### src/rtl/rclfs_pkg.sv
// Package for the radio-control link frame scheduler.
// Holds the shared constants, request codes and sequencer state type.
// No dependencies.
`default_nettype none

package rclfs_pkg;

  // Default channel store depth.
  localparam int MaxChannelsDef = 13;

  // Register reset values and register indexes.
  localparam logic [3:0]  NumChannelsReset = 4'd8;
  localparam logic [15:0] BasePeriodReset  = 16'd3000;
  localparam logic [1:0]  CfgNumChannels   = 2'd0;
  localparam logic [1:0]  CfgBasePeriod    = 2'd1;

  // Channel word conversion.
  localparam int ChanMid = 1500;
  localparam int ChanMin = 1000;
  localparam int ChanMax = 2000;

  // Slot timing in microseconds.
  localparam int AirBaseUs = 432;
  localparam int RxSlotUs  = 50;

  // Counters.
  localparam logic [8:0] FailsafeSends = 9'd500;
  localparam logic [7:0] RateWindow    = 8'd250;
  localparam logic [1:0] MixerLast     = 2'd3;

  // Reception rate scaling: count * 69 / 10, saturated.
  localparam int RateMul    = 69;
  localparam int Div10Mul   = 52429;
  localparam int Div10Shift = 19;
  localparam logic [7:0] RateSat = 8'd255;

  // Request codes.
  typedef enum logic [1:0] {
    REQ_STORE = 2'd0,
    REQ_TICK  = 2'd1,
    REQ_START = 2'd2,
    REQ_BIND  = 2'd3
  } req_t;

  // Sequencer states.
  typedef enum logic [3:0] {
    S_IDLE = 4'b0001,
    S_CALC = 4'b0010,
    S_EMIT = 4'b0100,
    S_REC  = 4'b1000
  } state_t;

endpackage

`default_nettype wire

### src/rtl/rclfs_chan_conv.sv
// Converts one signed mixer value into the 11-bit pulse word of a frame.
// Depends on rclfs_pkg for the center and clamp limits.
`default_nettype none

module rclfs_chan_conv
  import rclfs_pkg::*;
(
  input  logic signed [11:0] value,
  output logic [10:0]        pulse
);

  logic signed [12:0] rounded;
  logic signed [12:0] half;
  logic signed [12:0] centered;

  // Halve with truncation toward zero, then center and clamp.
  always_comb begin
    rounded  = 13'(value) + (value[11] ? 13'sd1 : 13'sd0);
    half     = rounded >>> 1;
    centered = half + 13'(ChanMid);
    if (centered < 13'(ChanMin)) begin
      pulse = 11'(ChanMin);
    end else if (centered > 13'(ChanMax)) begin
      pulse = 11'(ChanMax);
    end else begin
      pulse = centered[10:0];
    end
  end

endmodule

`default_nettype wire

### src/rtl/rc_link_frame_scheduler.sv
// Radio-control link slot scheduler and frame builder.
// Depends on rclfs_pkg and rclfs_chan_conv.
//
// Input words (req_type and fields) are taken when in_valid is high and
// in_stall is low. Store, start and bind words are applied on acceptance
// and produce nothing. A tick word alternates send and receive phases.
// A send tick first runs its period sum and rate scaling, then
// emits one flag byte and two bytes per channel, then one period record
// (2n+2 output words, one per cycle when the receiver does not stall).
// A receive tick runs its period sum, then emits one record.
// All period arithmetic runs through one 16-bit add/subtract unit stepped
// by a small sequencer; that unit sets the calculation length. in_stall
// stays high from a tick's acceptance until its last word is loaded into
// the output register. When the receiver raises out_stall the output
// register holds its word and the sequencer waits. Reset clears all
// counters, flags and the channel store, restores the register defaults
// (8 channels, 3000 us) and leaves the block idle in the send phase.
// cfg_ready is always high; the user must write registers only while
// the block is idle; the block itself does not enforce this.
`default_nettype none

module rc_link_frame_scheduler
  import rclfs_pkg::*;
#(
  parameter int MAX_CHANNELS = MaxChannelsDef
) (
  input  logic               clk,
  input  logic               rst,
  // Configuration write channel.
  input  logic               cfg_valid,
  output logic               cfg_ready,
  input  logic [1:0]         cfg_index,
  input  logic [15:0]        cfg_data,
  // Request channel.
  input  logic               in_valid,
  output logic               in_stall,
  input  logic [1:0]         req_type,
  input  logic [3:0]         channel_index,
  input  logic signed [11:0] channel_value,
  input  logic [15:0]        elapsed_time,
  input  logic               rx_ready,
  // Result channel.
  output logic               out_valid,
  input  logic               out_stall,
  output logic               out_kind,
  output logic [4:0]         byte_index,
  output logic [7:0]         byte_value,
  output logic [15:0]        period_halfus,
  output logic               mixer_trigger,
  output logic               failsafe_ended,
  output logic               rate_valid,
  output logic [7:0]         rate_value,
  output logic               is_last
);

  localparam int CIW = $clog2(MAX_CHANNELS);

  // Configuration registers.
  logic [3:0]  num_channels;
  logic [15:0] base_period_us;

  // Link state.
  logic signed [11:0] channel_store [MAX_CHANNELS];
  logic        rx_phase;
  logic [1:0]  mixer_count;
  logic        failsafe_flag;
  logic [8:0]  failsafe_count;
  logic [7:0]  rate_divider;
  logic [7:0]  rx_count;
  logic [4:0]  frame_size;
  logic [15:0] saved_elapsed;

  // Sequencer and per-tick registers.
  state_t      state;
  logic [1:0]  step;
  logic        is_send;
  logic [15:0] acc;
  logic [4:0]  bidx;
  logic        mix_q;
  logic        fse_q;
  logic        rv_q;
  logic [7:0]  rate_cap;
  logic [14:0] rate_prod;
  logic [7:0]  rate_q;

  logic        in_acc;
  logic        out_free;
  logic [3:0]  n_eff;

  assign cfg_ready = 1'b1;
  assign in_stall  = (state != S_IDLE);
  assign in_acc    = in_valid && !in_stall;
  assign out_free  = !out_valid || !out_stall;
  assign n_eff     = (num_channels > 4'(MAX_CHANNELS)) ? 4'(MAX_CHANNELS) : num_channels;

  // Configuration writes.
  always_ff @(posedge clk) begin
    if (rst) begin
      num_channels   <= NumChannelsReset;
      base_period_us <= BasePeriodReset;
    end else if (cfg_valid && cfg_ready) begin
      if (cfg_index == CfgNumChannels) begin
        num_channels <= cfg_data[3:0];
      end else if (cfg_index == CfgBasePeriod) begin
        base_period_us <= cfg_data;
      end
    end
  end

  // Channel store writes; out-of-range slots are dropped.
  always_ff @(posedge clk) begin
    if (rst) begin
      for (int i = 0; i < MAX_CHANNELS; i++) begin
        channel_store[i] <= '0;
      end
    end else if (in_acc && req_type == REQ_STORE &&
                 channel_index < 4'(MAX_CHANNELS)) begin
      channel_store[channel_index[CIW-1:0]] <= channel_value;
    end
  end

  // Send-tick counter updates.
  logic [1:0] mixer_inc;
  logic [8:0] fs_inc;
  logic [7:0] div_inc;
  logic       rate_due;
  logic [7:0] rx_base;

  always_comb begin
    mixer_inc = mixer_count + 2'd1;
    fs_inc    = failsafe_count + 9'd1;
    div_inc   = rate_divider + 8'd1;
    rate_due  = (div_inc > RateWindow);
    rx_base   = rate_due ? 8'd0 : rx_count;
  end

  // Shared add/subtract unit: operand chosen by phase and step.
  logic [15:0] operand;
  logic        do_sub;
  logic        calc_done;
  logic [15:0] sum;

  always_comb begin
    operand   = '0;
    do_sub    = 1'b0;
    calc_done = 1'b0;
    if (is_send) begin
      case (step)
        2'd0: operand = {6'd0, frame_size, 5'd0};
        2'd1: begin
          operand   = saved_elapsed;
          calc_done = 1'b1;
        end
        default: operand = '0;
      endcase
    end else begin
      case (step)
        2'd0: operand = 16'(n_eff * RxSlotUs);
        2'd1: begin
          operand = {6'd0, frame_size, 5'd0};
          do_sub  = 1'b1;
        end
        2'd2: begin
          operand = 16'(AirBaseUs);
          do_sub  = 1'b1;
        end
        2'd3: begin
          operand   = saved_elapsed;
          do_sub    = 1'b1;
          calc_done = 1'b1;
        end
        default: operand = '0;
      endcase
    end
    sum = do_sub ? (acc - operand) : (acc + operand);
  end

  // Divide by ten through a reciprocal; exact for the product range.
  logic [31:0] rate_quot;
  assign rate_quot = (32'(rate_prod) * 32'(Div10Mul)) >> Div10Shift;

  // Channel word for the current frame position.
  logic [4:0]     bidx_m1;
  logic [CIW-1:0] ch_sel;
  logic [10:0]    pulse;
  logic [7:0]     frame_byte;

  assign bidx_m1 = bidx - 5'd1;
  assign ch_sel  = CIW'(bidx_m1 >> 1);

  rclfs_chan_conv u_conv (
    .value (channel_store[ch_sel]),
    .pulse (pulse)
  );

  always_comb begin
    if (bidx == 5'd0) begin
      frame_byte = {7'd0, failsafe_flag};
    end else if (bidx[0]) begin
      frame_byte = pulse[7:0];
    end else begin
      frame_byte = {5'd0, pulse[10:8]};
    end
  end

  // Sequencer and link state.
  always_ff @(posedge clk) begin
    if (rst) begin
      state          <= S_IDLE;
      step           <= '0;
      is_send        <= 1'b0;
      bidx           <= '0;
      rx_phase       <= 1'b0;
      mixer_count    <= '0;
      failsafe_flag  <= 1'b0;
      failsafe_count <= '0;
      rate_divider   <= '0;
      rx_count       <= '0;
      frame_size     <= '0;
      saved_elapsed  <= '0;
      mix_q          <= 1'b0;
      fse_q          <= 1'b0;
      rv_q           <= 1'b0;
    end else begin
      case (state)
        S_IDLE: begin
          if (in_acc) begin
            case (req_type)
              REQ_START: failsafe_flag <= 1'b0;
              REQ_BIND: begin
                failsafe_flag  <= 1'b1;
                failsafe_count <= '0;
              end
              REQ_TICK: begin
                state <= S_CALC;
                step  <= '0;
                bidx  <= '0;
                if (rx_phase) begin
                  // Receive phase: only the period record follows.
                  is_send  <= 1'b0;
                  rx_phase <= 1'b0;
                  mix_q    <= 1'b0;
                  fse_q    <= 1'b0;
                  rv_q     <= 1'b0;
                end else begin
                  is_send       <= 1'b1;
                  rx_phase      <= 1'b1;
                  saved_elapsed <= elapsed_time;
                  frame_size    <= {n_eff, 1'b1};
                  // Mixer prescaler.
                  mix_q       <= (mixer_count == MixerLast);
                  mixer_count <= (mixer_count == MixerLast) ? 2'd0 : mixer_inc;
                  // Failsafe timeout.
                  fse_q <= 1'b0;
                  if (failsafe_flag) begin
                    if (fs_inc >= FailsafeSends) begin
                      failsafe_flag  <= 1'b0;
                      failsafe_count <= '0;
                      fse_q          <= 1'b1;
                    end else begin
                      failsafe_count <= fs_inc;
                    end
                  end else begin
                    failsafe_count <= '0;
                  end
                  // Reception rate window; the report uses the old count.
                  rv_q         <= rate_due;
                  rate_divider <= rate_due ? 8'd0 : div_inc;
                  if (rx_ready && rx_base != RateSat) begin
                    rx_count <= rx_base + 8'd1;
                  end else begin
                    rx_count <= rx_base;
                  end
                end
              end
              default: ;
            endcase
          end
        end
        S_CALC: begin
          step <= step + 2'd1;
          if (calc_done) begin
            state <= is_send ? S_EMIT : S_REC;
          end
        end
        S_EMIT: begin
          if (out_free) begin
            bidx <= bidx + 5'd1;
            if (bidx == frame_size - 5'd1) begin
              state <= S_REC;
            end
          end
        end
        S_REC: begin
          if (out_free) begin
            state <= S_IDLE;
          end
        end
        default: state <= S_IDLE;
      endcase
    end
  end

  // Period accumulator and rate pipeline (payload, no reset needed).
  always_ff @(posedge clk) begin
    if (state == S_IDLE) begin
      acc      <= rx_phase ? base_period_us : 16'(AirBaseUs);
      rate_cap <= (!rx_phase && rate_due) ? rx_count : 8'd0;
    end else if (state == S_CALC) begin
      acc <= sum;
      if (step == 2'd0) begin
        rate_prod <= 15'(rate_cap * RateMul);
      end else if (step == 2'd1) begin
        rate_q <= (rate_quot > 32'(RateSat)) ? RateSat : rate_quot[7:0];
      end
    end
  end

  // Output register.
  logic load_byte;
  logic load_rec;
  assign load_byte = (state == S_EMIT) && out_free;
  assign load_rec  = (state == S_REC) && out_free;

  always_ff @(posedge clk) begin
    if (rst) begin
      out_valid <= 1'b0;
    end else if (load_byte || load_rec) begin
      out_valid <= 1'b1;
    end else if (!out_stall) begin
      out_valid <= 1'b0;
    end
  end

  always_ff @(posedge clk) begin
    if (load_byte) begin
      out_kind       <= 1'b0;
      byte_index     <= bidx;
      byte_value     <= frame_byte;
      period_halfus  <= '0;
      mixer_trigger  <= 1'b0;
      failsafe_ended <= 1'b0;
      rate_valid     <= 1'b0;
      rate_value     <= '0;
      is_last        <= 1'b0;
    end else if (load_rec) begin
      out_kind       <= 1'b1;
      byte_index     <= '0;
      byte_value     <= '0;
      period_halfus  <= {acc[14:0], 1'b0};
      mixer_trigger  <= mix_q;
      failsafe_ended <= fse_q;
      rate_valid     <= rv_q;
      rate_value     <= rate_q;
      is_last        <= 1'b1;
    end
  end

  // Only a period record closes a tick.
  a_last_is_record: assert property (@(posedge clk) disable iff (rst)
    out_valid |-> (is_last == out_kind))
    else $error("is_last disagrees with out_kind");

  // Frame position stays inside the frame while bytes are emitted.
  a_bidx_in_frame: assert property (@(posedge clk) disable iff (rst)
    (state == S_EMIT) |-> (bidx < frame_size))
    else $error("frame byte index beyond frame size");

  // The phase flips only after an accepted tick.
  a_phase_on_tick: assert property (@(posedge clk) disable iff (rst)
    (!$past(rst) && !$stable(rx_phase)) |->
      $past(in_valid && !in_stall && req_type == REQ_TICK))
    else $error("phase changed without a tick");

  // A new word is loaded only into a free output register.
  a_no_overwrite: assert property (@(posedge clk) disable iff (rst)
    (out_valid && out_stall) |=> ($stable(byte_index) && $stable(out_kind)))
    else $error("stalled output word overwritten");

endmodule

`default_nettype wire

### config.mk
export PLATFORM = sky130hd
export DESIGN_NAME = rc_link_frame_scheduler
export DESIGN_NICKNAME = d
export VERILOG_FILES = /design/src/rtl/rclfs_pkg.sv /design/src/rtl/rclfs_chan_conv.sv /design/src/rtl/rc_link_frame_scheduler.sv
export SDC_FILE = /design/constraint.sdc
export NUM_CORES = 1
export LEC_CHECK = 0
export BUFFER_PORTS_ARGS = -buffer_cell sky130_fd_sc_hd__buf_2
export CORE_ASPECT_RATIO = 1.5
export CORE_MARGIN = 5
export CORE_UTILIZATION = 68
export DETAILED_ROUTE_END_ITERATION = 8
export PLACE_DENSITY = 0.87
export SLEW_MARGIN = 20
export SYNTH_ARGS = -nofsm -noshare
export SYNTH_HDL_FRONTEND = slang
export SYNTH_SLANG_ARGS = --single-unit
export TNS_END_PERCENT = 10
### constraint.sdc
create_clock -name clk -period 9.6 [get_ports clk]
set_input_delay 1.44 -clock clk [delete_from_list [all_inputs] [get_ports clk]]
set_output_delay 1.44 -clock clk [all_outputs]
set_load 0.01 [all_outputs]
== Word level (Yosys, flattened, before mapping) ==
Memory sizes are Yosys's and may differ from the RTL's.
Cells that the tools add are included.
W data, S select, Z words.
Cells by class
  reductions and logical operators: 35
  shift operators: 0
  divide/modulo/power cells: 0
  order comparisons: 7
  eq/ne operators: 23
  add/sub/neg operators: 12
  bitwise gates (word level): 4
  multiply operators: 3
  muxes and demuxes: 65
Operators by type and width (number)
  $mux W16: 5
  $pmux W16 S4: 1
  $mux W8: 7
  $mux W4: 9
  $pmux W16 S2: 1
  $mul A15 B16 Y31 const B: 1
  $mux W9: 3
  $mux W5: 5
  $mux W1: 23
  $mux W11: 2
  $reduce_and A4 Y1: 5
  $pmux W9 S2: 1
  $add A16 B16 Y16: 1
  $add A8 B1 Y8 const B: 2
  $pmux W4 S4: 1
  $sub A16 B16 Y16: 1
  $mul A8 B7 Y15 const B: 1
  $add A12 B12 Y13 const B: 1
  $add A12 B2 Y13: 1
  $gt A13 B12 Y1 const B: 1
  $lt A13 B11 Y1 const B: 1
  $gt A12 B8 Y1 const B: 1
  $mux W12: 1
  $ne A2 B2 Y1 const B: 6
  36 further kinds: 68
Storage, ports and cells
  word-level logic and storage cells: 179
  latch bits: 0
  memory bits (writable): 156
  ROM bits: 0
  memories kept: 1
  bits in registers: 172
Memories
  channel_store: depth 13, width 12, read ports 1, clocked after memory_dff 0, wr ports 13, RTL line rc_link_frame_scheduler.sv:63  | logic signed [11:0] channel_store [MAX_CHANNELS];

== Logic depth before layout (Yosys ltp) ==
Gate-level depths: netlist of run 1.
An unclocked memory read counts as a cell.
  depth after elaboration: 11
  depth in mapped cells: 26

== Modules after synthesis ==
Synthesis of run 1 repeated with hierarchy kept, for this count alone.
Unflattened totals
  cells, all modules: 2030
  area, all modules: 22113.7 um2
By module, submodules not included
  rc_link_frame_scheduler: times used 1, seq. area each 9739.3 um2, area an instance 21195.3 um2, cells an instance 1909
  rclfs_chan_conv: times used 1, seq. area each 0.0 um2, area an instance 918.4 um2, cells an instance 121

== Worst setup path before layout of run 1 ==
OpenSTA, ideal clock, no wires.
  path type: register -> register
  from: register rate_prod[13]
  to: register rate_q[7], data pin
  buffers on the path: 0
  arrival time: 5.391 ns
  path slack: 3.931 ns
  cell stages (with the launch flop): 23
  library setup time: 0.278 ns
  cell sequence: edfxtp_1 > inv_1 > ha_1 > inv_1 > ha_1 > a21o_1 > fa_1 > inv_1 > fa_1 > inv_1 > fa_1 > inv_1 > fa_1 > inv_1 > ha_1 > a21o_1 > a21o_1 > a21oi_1 > o22ai_1 > o311ai_0 > a21oi_1 > xnor2_1 > nand3b_1
Between the ends
  word-level cells in the longest chain between the ends: 2
Ends and longest elaborated chain
  from (decl): RTL line rc_link_frame_scheduler.sv:83  | logic [14:0] rate_prod;
  from (signal assigned): RTL line rc_link_frame_scheduler.sv:312  | rate_prod <= 15'(rate_cap * RateMul);
  $mul A15 B16 Y31 *: RTL line rc_link_frame_scheduler.sv:180  | assign rate_quot = (32'(rate_prod) * 32'(Div10Mul)) >> Div10Shift;
  $gt A12 B8 Y1: RTL line rc_link_frame_scheduler.sv:314  | rate_q <= (rate_quot > 32'(RateSat)) ? RateSat : rate_quot[7:0];
  to (signal assigned): RTL line rc_link_frame_scheduler.sv:314
  to (decl): RTL line rc_link_frame_scheduler.sv:84  | logic [7:0] rate_q;
Every way passes the cells marked *; elsewhere a longest branch is shown, timed or not.
A chain may end at the register's enable or synchronous reset.

== Worst setup path after layout of run 1 ==
  from: register bidx[0]
  to: register byte_value[0], data pin
Between the ends
  word-level cells in the longest chain between the ends: 11
  elaborated cells between the ends (all ways): 13
  those cells by class: 3 x add/sub; 2 x order compare; 6 x mux; 1 x reduce/logical; 1 x memory
Ends and longest elaborated chain
  from (decl): RTL line rc_link_frame_scheduler.sv:78  | logic [4:0] bidx;
  from (signal assigned): RTL line rc_link_frame_scheduler.sv:288  | bidx <= bidx + 5'd1;
  $sub A5 B1 Y5: RTL line rc_link_frame_scheduler.sv:188  | assign bidx_m1 = bidx - 5'd1;
  $mem_v2 Z13 W12
  $mux W1: RTL line rclfs_chan_conv.sv:18  | rounded = 13'(value) + (value[11] ? 13'sd1 : 13'sd0);
  $add A12 B2 Y13: RTL line rclfs_chan_conv.sv:18
  $add A12 B12 Y13: RTL line rclfs_chan_conv.sv:20  | centered = half + 13'(ChanMid);
  $gt A13 B12 Y1: RTL line rclfs_chan_conv.sv:23  | end else if (centered > 13'(ChanMax)) begin
  $mux W11: RTL line rclfs_chan_conv.sv:23
  $mux W11: RTL line rclfs_chan_conv.sv:21  | if (centered < 13'(ChanMin)) begin
  $mux W8: RTL line rc_link_frame_scheduler.sv:199  | end else if (bidx[0]) begin
  $mux W8 *: RTL line rc_link_frame_scheduler.sv:197  | if (bidx == 5'd0) begin
  $mux W8 *: RTL line rc_link_frame_scheduler.sv:336  | if (load_byte) begin
  to (signal assigned): RTL line rc_link_frame_scheduler.sv:339  | byte_value <= frame_byte;
  to (decl): RTL line rc_link_frame_scheduler.sv:47  | output logic [7:0] byte_value,
Marks and branches as above.

==> impl_metrics.py, run 1 <==
metrics = {
    "sta": {
        "finalHoldViolCount": 0,
        "setup_viol": 0,
        "worstMarginPinSlew_ps": 1150,
        "rsz0062_at_grt": "no",
        "fin_skew_ps": 31.8,
        "report.final.slew_viol_count": 0,
        "timing.setup.tns_ps": 0,
        "finalCritPeriodShare_pct": 70.1,
        "max_slew_margin_pct": 22.7,
        "hold-worst-slack_ps": 454,
        "fin_crit_ps": 6730,
        "max_freq_ghz": 0.149,
    },
    "pwr": {
        "p_switching_uw": 2200,
        "swShare_pct": 36.6,
        "p_comb_share_pct": 42.9,
        "p_per_area_mw_per_mm2": 243,
        "p_int_uw": 3810,
        "ir_drop_uv": 192,
        "p_clk_share_pct": 23.8,
        "leakage_uw": 0.0102,
        "pwr-share-seq_pct": 33.2,
    },
    "layout": {
        "antenna_cells": 0,
        "layout_commonest_cell": "edfxtp_1",
        "drive_gt1_share_pct": 11.2,
        "syn2layout_area_growth_pct": 9.33,
        "mostFrequentLayoutCells": "251 x edfxtp_1, 206 x nand2_1, 181 x ha_1",
        "final_nets": 2571,
    },
    "worst_setup_path": {
        "cp_slowest_cell": "ha_4",
        "crit_required_ps": 9940,
        "crit_chain": "inv_1, ha_4, buf_4, mux2i_1, o21ai_0, o221ai_1, o21ai_0, nor2_1, a31oi_1, ha_1, o21ai_1, nor2_1, xnor2_1, ha_1, inv_1, nor3_1, o22ai_1, a21o_1, and2_1, o211a_4, o2111a_1, o31ai_1",
        "arrival_ps": 7070,
        "slowest_delay_ps": 760,
        "crit_buf_inv": 3,
        "worst_r2r_endpoint": "byte_value[0]",
        "cp-end-kind": "flop",
        "r2r-start": "bidx[0]",
        "reg2regPathDepth": 22,
        "cp_max_fo": 63,
        "path_class": "flop to flop",
        "r2r_setup_slack_ps": 2870,
        "startpoint_type": "flop",
        "cp_top_family": "compound AO/OA/AOI/OAI gates",
    },
    "die": {
        "ios": 103,
        "fp.dieW_um": 159,
        "die_h_um": 233,
        "rows": 81,
        "core_region_area_sq_mm": 0.0327,
        "start_util_pct": 69.1,
        "die-area_sq_mm": 0.0371,
    },
    "clocking": {
        "clk_pin_slew_worst_paths_ps": 60,
        "clk_latency_ps": 550,
        "cts_root_buf": "clkbuf_16",
        "hold_buffers": 0,
        "post-cts-setup-buffers": 0,
        "cts_tree": "yes",
        "clockBufferDepth": 3,
        "cts_made_buffers": 36,
        "cts_resized": 0,
        "cts_max_level": 2,
        "clock-sinks": 361,
    },
    "grt": {
        "grt_pass1_wl_um": 89900,
        "antenna_found_initial": 2,
        "grt_util_all_layers_pct": 30.2,
        "grt_max_degree": 71,
        "overflow": 0,
        "grt_pass1_vias": 17600,
    },
    "synthesis": {
        "synth_edf_count": 251,
        "synth_area_sq_mm": 0.0226,
        "synth_ff_type": "edfxtp_1",
        "ys_ff_latch": 361,
        "synth_async_sr_flop_share_pct": 0,
        "ys_warn_count": 0,
        "ys_seq_area_share_pct": 43.0,
        "syn_inst": 2192,
        "avgSynthCellArea_sq_um": 10.3,
        "synth.distinct_cells": 91,
    },
    "status": {
        "status": "finished, final reports clean",
    },
    "placed_design": {
        "port_buffers": 98,
        "gp_congestion": 0.925,
        "hpwl_um": 41600,
    },
    "route": {
        "dr.pass1.iters": 8,
        "drt-total-wl_um": 56800,
        "route.detailed.drc": 0,
        "via_count": 17100,
        "drtAntennaViolNets": 0,
        "drtIter0Drc": 1357,
        "routed_via_density": 6.29,
        "avgRoutedWirePerCell_um": 20.9,
    },
    "min_path": {
        "whs_path_depth": 2,
        "hold_end": "period_halfus[12]",
        "min_from": "period_halfus[12]",
        "hp-class": "flop to flop",
    },
    "run": {
        "cap_violations": 0,
    },
}
[synth_stat cells (all sizes together) (18+ instances only)]
cell type | number | area share (%)
dfxtp | 110 | 9.7
nor3b | 19 | 0.65
buf | 34 | 0.81
or2 | 22 | 0.61
nand3b | 22 | 0.73
xnor2 | 59 | 2.3
fa | 58 | 5.1
xor2 | 27 | 1.0
nand2 | 206 | 3.4
a21oi | 151 | 3.3
ha | 182 | 10
and3 | 26 | 0.74
nand3 | 59 | 1.3
nor3 | 55 | 1.2
edfxtp | 251 | 33
nor2 | 120 | 2.0
clkbuf | 78 | 1.3
o21ai | 91 | 2.0
inv | 136 | 2.3
mux2i | 52 | 2.3
mux4 | 26 | 2.6
and2 | 166 | 4.6
a21o | 18 | 0.60
[through the flow]
stage | worst slack [ps] | util [%] | power (uW) | std cells | instance area, sq um
2_1_floorplan | 3930 | - | 3930 | 2228 | 22800
3_3_place_gp | 3200 | 71.9 | 4430 | 2650 | 23500
3_5_place_dp | 3030 | 71.9 | 4580 | 2650 | 23500
4_1_cts | 2960 | 75.6 | 6020 | 2714 | 24700
5_1_grt | 2320 | 75.6 | 6460 | 2714 | 24700
6_report | 2870 | 75.6 | 6010 | 2714 | 24700
[state kept, by name, summed over array words and instances (netlist names), 2 cells and up]
signal / flops
channel_store: 192
acc: 15
base_period_us: 15
period_halfus: 15
rate_prod: 15
saved_elapsed: 15
failsafe_count: 9
byte_value: 8
rate_cap: 8
rate_divider: 8
rate_q: 8
rate_value: 8
rx_count: 8
bidx: 5
byte_index: 5
frame_size: 5
num_channels: 4
state: 4
mixer_count: 2
step: 2
[tightest hold or removal path: cells and delay by family, from the launching register on]
family,cells,cell delay [ps]
flip-flops,1,310
AND/OR/NAND/NOR,1,50
AO/OA/AOI/OAI,1,50
[how the worst max path moves through the flow]
| stage | cells after the start | slack (ps) | from | end |
|---|---|---|---|---|
| 4_1_cts | 22 | 2960 | bidx[0] | byte_value[0] |
| 5_1_grt | 22 | 2320 | bidx[0] | byte_value[0] |
| 3_5_place_dp | 20 | 3030 | rate_prod[4] | rate_q[1] |
| 2_1_floorplan | 22 | 3930 | rate_prod[13] | rate_q[7] |
| 6_report | 22 | 2870 | bidx[0] | byte_value[0] |
| 3_3_place_gp | 22 | 3200 | bidx[0] | byte_value[0] |
[logic make-up (layout without fill, tap and decap cells)]
group | count (synthesis) | in the layout | share of synthesized area (%)
flops | 361 | 361 | 43.0
simple gates | 790 | 790 | 18.3
xor+xnor | 86 | 86 | 3.36
buf+inv | 248 | 319 | 4.36
other cells | 2 | 38 | 0.0332
mux | 86 | 86 | 5.30
compound gates | 379 | 379 | 10.4
fa+ha+maj | 240 | 240 | 15.2
[power groups by stage]
stage	clock (uW)	sequential [uW]	combinational, uW
finish	1430	2000	2580
global route	1510	2010	2930
CTS	1440	2000	2590
global placement	0	2020	2410
detailed placement	0	2030	2560
floorplan	0	2010	1920
[layer usage]
| metal | up-vias | global-route usage [%] | share of wire (%) |
|---|---|---|---|
| li1 | 7904 | - | - |
| met1 | 8237 | 31.7 | 34 |
| met2 | 702 | 57.5 | 54 |
| met3 | 224 | 3.64 | 5.6 |
| met4 | 4 | 18.2 | 6.6 |
| met5 | - | 0 | 0.046 |
[area by class of cell]
| cell class | count | area (sq um) |
|---|---|---|
| inverters | 136 | 510 |
| clock inverters | 17 | 189 |
| multi-input cells | 1619 | 12100 |
| repair buffers | 119 | 648 |
| well taps | 415 | 519 |
| fillers | 2173 | 8000 |
| clock buffers | 47 | 1020 |
| flip-flops and latches | 361 | 9740 |
(Power assumes the default switching activity.)
==> run 2: changes to the inputs <==
--- a/config.mk
+++ b/config.mk
@@ -5,12 +5,13 @@
 export SDC_FILE = /design/constraint.sdc
 export NUM_CORES = 1
 export LEC_CHECK = 0
+export ABC_AREA = 1
 export BUFFER_PORTS_ARGS = -buffer_cell sky130_fd_sc_hd__buf_2
 export CORE_ASPECT_RATIO = 1.5
 export CORE_MARGIN = 5
-export CORE_UTILIZATION = 68
+export CORE_UTILIZATION = 63
 export DETAILED_ROUTE_END_ITERATION = 8
-export PLACE_DENSITY = 0.87
+export PLACE_DENSITY = 0.81
 export SLEW_MARGIN = 20
 export SYNTH_ARGS = -nofsm -noshare
 export SYNTH_HDL_FRONTEND = slang
==> constraint.sdc (replaced) <==
create_clock -name clk -period 6.4 [get_ports clk]
set_input_delay 0.96 -clock clk [delete_from_list [all_inputs] [get_ports clk]]
set_output_delay 0.96 -clock clk [all_outputs]
set_load 0.01 [all_outputs]
==> run 2 against run 1 <==
  * Synthesized cell count increased by 18%
  * Sequential power increased by 50%
  * Count of clock-buffer cells in the layout unchanged
  * Hold slack improved by 21 ps
  * Critical path type unchanged
  * Critical path depth decreased by 1
==> impl_metrics.py, run 2 <==
metrics = {
    "sta": {
        "setup_viol": 0,
        "max_freq_ghz": 0.167,
        "fin_skew_ps": 9.18,
        "fin_crit_ps": 6000,
        "finalHoldViolCount": 0,
        "worstMarginPinSlew_ps": 1040,
        "timing.setup.tns_ps": 0,
        "rsz0062_at_grt": "no",
        "report.final.slew_viol_count": 0,
        "finalCritPeriodShare_pct": 93.8,
        "hold-worst-slack_ps": 475,
        "max_slew_margin_pct": 30.4,
    },
    "placed_design": {
        "dp.cells": 3116,
        "hpwl_um": 38300,
        "port_buffers": 98,
        "gp_congestion": 0.915,
    },
    "route": {
        "routed_via_density": 5.58,
        "route.detailed.drc": 0,
        "via_count": 17800,
        "avgRoutedWirePerCell_um": 16.7,
        "drt-total-wl_um": 53000,
        "dr.pass1.iters": 7,
        "drtIter0Drc": 1186,
        "drtAntennaViolNets": 0,
    },
    "clocking": {
        "clk_latency_ps": 540,
        "post-cts-setup-buffers": 0,
        "clockBufferDepth": 3,
        "cts_root_buf": "clkbuf_16",
        "cts_max_level": 2,
        "clk_pin_slew_worst_paths_ps": 60,
        "cts_tree": "yes",
        "clock-sinks": 361,
        "cts_made_buffers": 35,
    },
    "grt": {
        "grt_max_degree": 97,
        "use_met1_pct": 33.3,
        "use_met2_pct": 48.7,
        "antenna_found_initial": 0,
        "overflow": 0,
        "gr-max-usage-layer": "met2",
        "grt_util_all_layers_pct": 27.2,
        "grt_pass1_vias": 17600,
        "grt_pass1_wl_um": 85700,
        "grt_util_met3_pct": 2.90,
    },
    "synthesis": {
        "ys_seq_area_share_pct": 43.9,
        "synth_ff_type": "edfxtp_1",
        "syn_inst": 2594,
        "synth_edf_count": 251,
        "ys_warn_count": 0,
        "synth_async_sr_flop_share_pct": 0,
        "synthTopCellsByArea": "edfxtp_1 34%, ha_1 10%, dfxtp_1 9.9%, nand2_1 8.8%, nor2_1 7.7%",
        "ys_ff_latch": 361,
        "yosysTopAreaCell": "edfxtp_1",
        "avgSynthCellArea_sq_um": 8.56,
        "yosysMostFrequentCell": "nand2_1",
        "synth.distinct_cells": 61,
        "synth_top_cells_by_count": "521 x nand2_1, 455 x nor2_1, 288 x inv_1, 251 x edfxtp_1, 182 x ha_1",
        "synth.top_cell.area_share_pct": 33.9,
        "synth_area_sq_mm": 0.0222,
    },
    "layout": {
        "fin_cells": 3179,
        "top_register": "channel_store",
        "layout_commonest_cell": "nand2_1",
        "drive_gt1_share_pct": 8.72,
        "syn2layout_area_growth_pct": 8.81,
        "finalCoreUtilization_pct": 69.0,
        "multi_input_area_sq_mm": 0.0109,
        "regArea_sq_mm": 0.00974,
        "fillers": 2711,
        "final_nets": 2978,
        "largest_register_ffs": 192,
        "mostFrequentLayoutCells": "521 x nand2_1, 453 x nor2_1, 288 x inv_1",
    },
    "worst_setup_path": {
        "startpoint_type": "flop",
        "slowest_delay_ps": 580,
        "cp_max_fo": 8,
        "path_class": "flop to flop",
        "crit_required_ps": 6650,
        "cp_slowest_cell": "fa_1",
        "arrival_ps": 6260,
        "cp-end-kind": "flop",
        "timing.critical_path.mode_cell": "inv_1",
        "crit_chain": "inv_1, ha_1, inv_1, ha_1, a21o_1, fa_1, inv_1, fa_1, inv_1, fa_1, inv_1, fa_1, inv_1, ha_1, a21oi_1, o21a_1, o221ai_1, a221oi_1, nand3_1, a21oi_1, nand3_1",
    },
    "pwr": {
        "total_power_uw": 9560,
        "ir_drop_uv": 321,
        "p_per_area_mw_per_mm2": 396,
        "leakage_uw": 0.0114,
    },
    "die": {
        "start_util_pct": 63.5,
        "ios": 103,
        "die-area_sq_mm": 0.0392,
        "core_region_area_sq_mm": 0.0350,
        "die_h_um": 240,
        "fp.dieW_um": 163,
        "rows": 84,
    },
    "run": {
        "cap_violations": 0,
    },
    "status": {
        "status": "finished, final reports clean",
    },
    "min_path": {
        "hp-class": "flop to flop",
    },
}
==> run 2: cell count changes in the layout (fill, tap and decap cells not counted), moves of 37 or more <==
cell,before,now
nand2_1,206,521
a21oi_1,151,97
and2_1,166,1
mux2i_1,52,0
nand3_1,59,134
nor3_1,55,18
nor2_1,118,453
inv_1,134,288
o21ai_0,86,146
==> run 2: final timing paths <==
| kind | start | to | slack (ps) | cells after the start |
|---|---|---|---|---|
| setup / recovery | rate_prod[13] | rate_q[2] | 400 | 21 |
| hold / removal | base_period_us[3] | base_period_us[3] | 480 | 2 |
| setup reg to reg | rate_prod[13] | rate_q[2] | 400 | 21 |
| hold reg to reg | base_period_us[3] | base_period_us[3] | 480 | 2 |
==> run 2: repair_timing <==
item,in CTS,in global routing
hold buffers,0,0
gates resized for setup,0,2
endpoints found under the setup margin,0,8
==> run 2: layer usage <==
metal | up-vias | part of all wire (%)
met4 | 0 | 4.3
met3 | 149 | 6.0
met2 | 687 | 51
met1 | 8327 | 38
li1 | 8591 | -
met5 | - | 0
==> run 2: power breakdown <==
group	internal (uW)	leakage, uW	total, uW	switching, uW
clock network	1170	0.000567	2070	904
registers	2840	0.00342	3000	160
logic	1500	0.00743	4490	2980
==> run 2: final cells by class <==
type	instances	area share, %
Tap cell	473	2.45
Antenna cell	1	0.0104
Sequential cell	361	40.3
Clock buffer	47	4.19
Timing Repair Buffer	110	2.40
Clock inverter	15	0.590
Multi-Input combinational cell	1863	45.2
Inverter	309	4.81
==> run 2: cells by family after synthesis <==
kind of cell / Yosys count / synth area share [%]
simple gates: 1197 / 22.2
buf+inv: 406 / 7.61
flops: 361 / 43.9
compound gates: 320 / 8.01
fa+ha+maj: 240 / 15.5
xor+xnor: 68 / 2.85
other cells: 2 / 0.0338
==> run 2: worst max-delay path, delay by kind of cell (launching register included) <==
kind                     cells  cell delay, ps
AO/OA/AOI/OAI                6            1580
adder cells (fa/ha/maj)      7            3120
buffers and inverters        6             330
flip-flops                   1             410
AND/OR/NAND/NOR              2             280
==> run 2: through the flow <==
step           instance area (sq um)  setup WS (ps)
3_3_place_gp                   23000            301
2_1_floorplan                  22300            796
3_5_place_dp                   23000            212
5_1_grt                        24200           3.85
6_report                       24200            396
4_1_cts                        24200            200
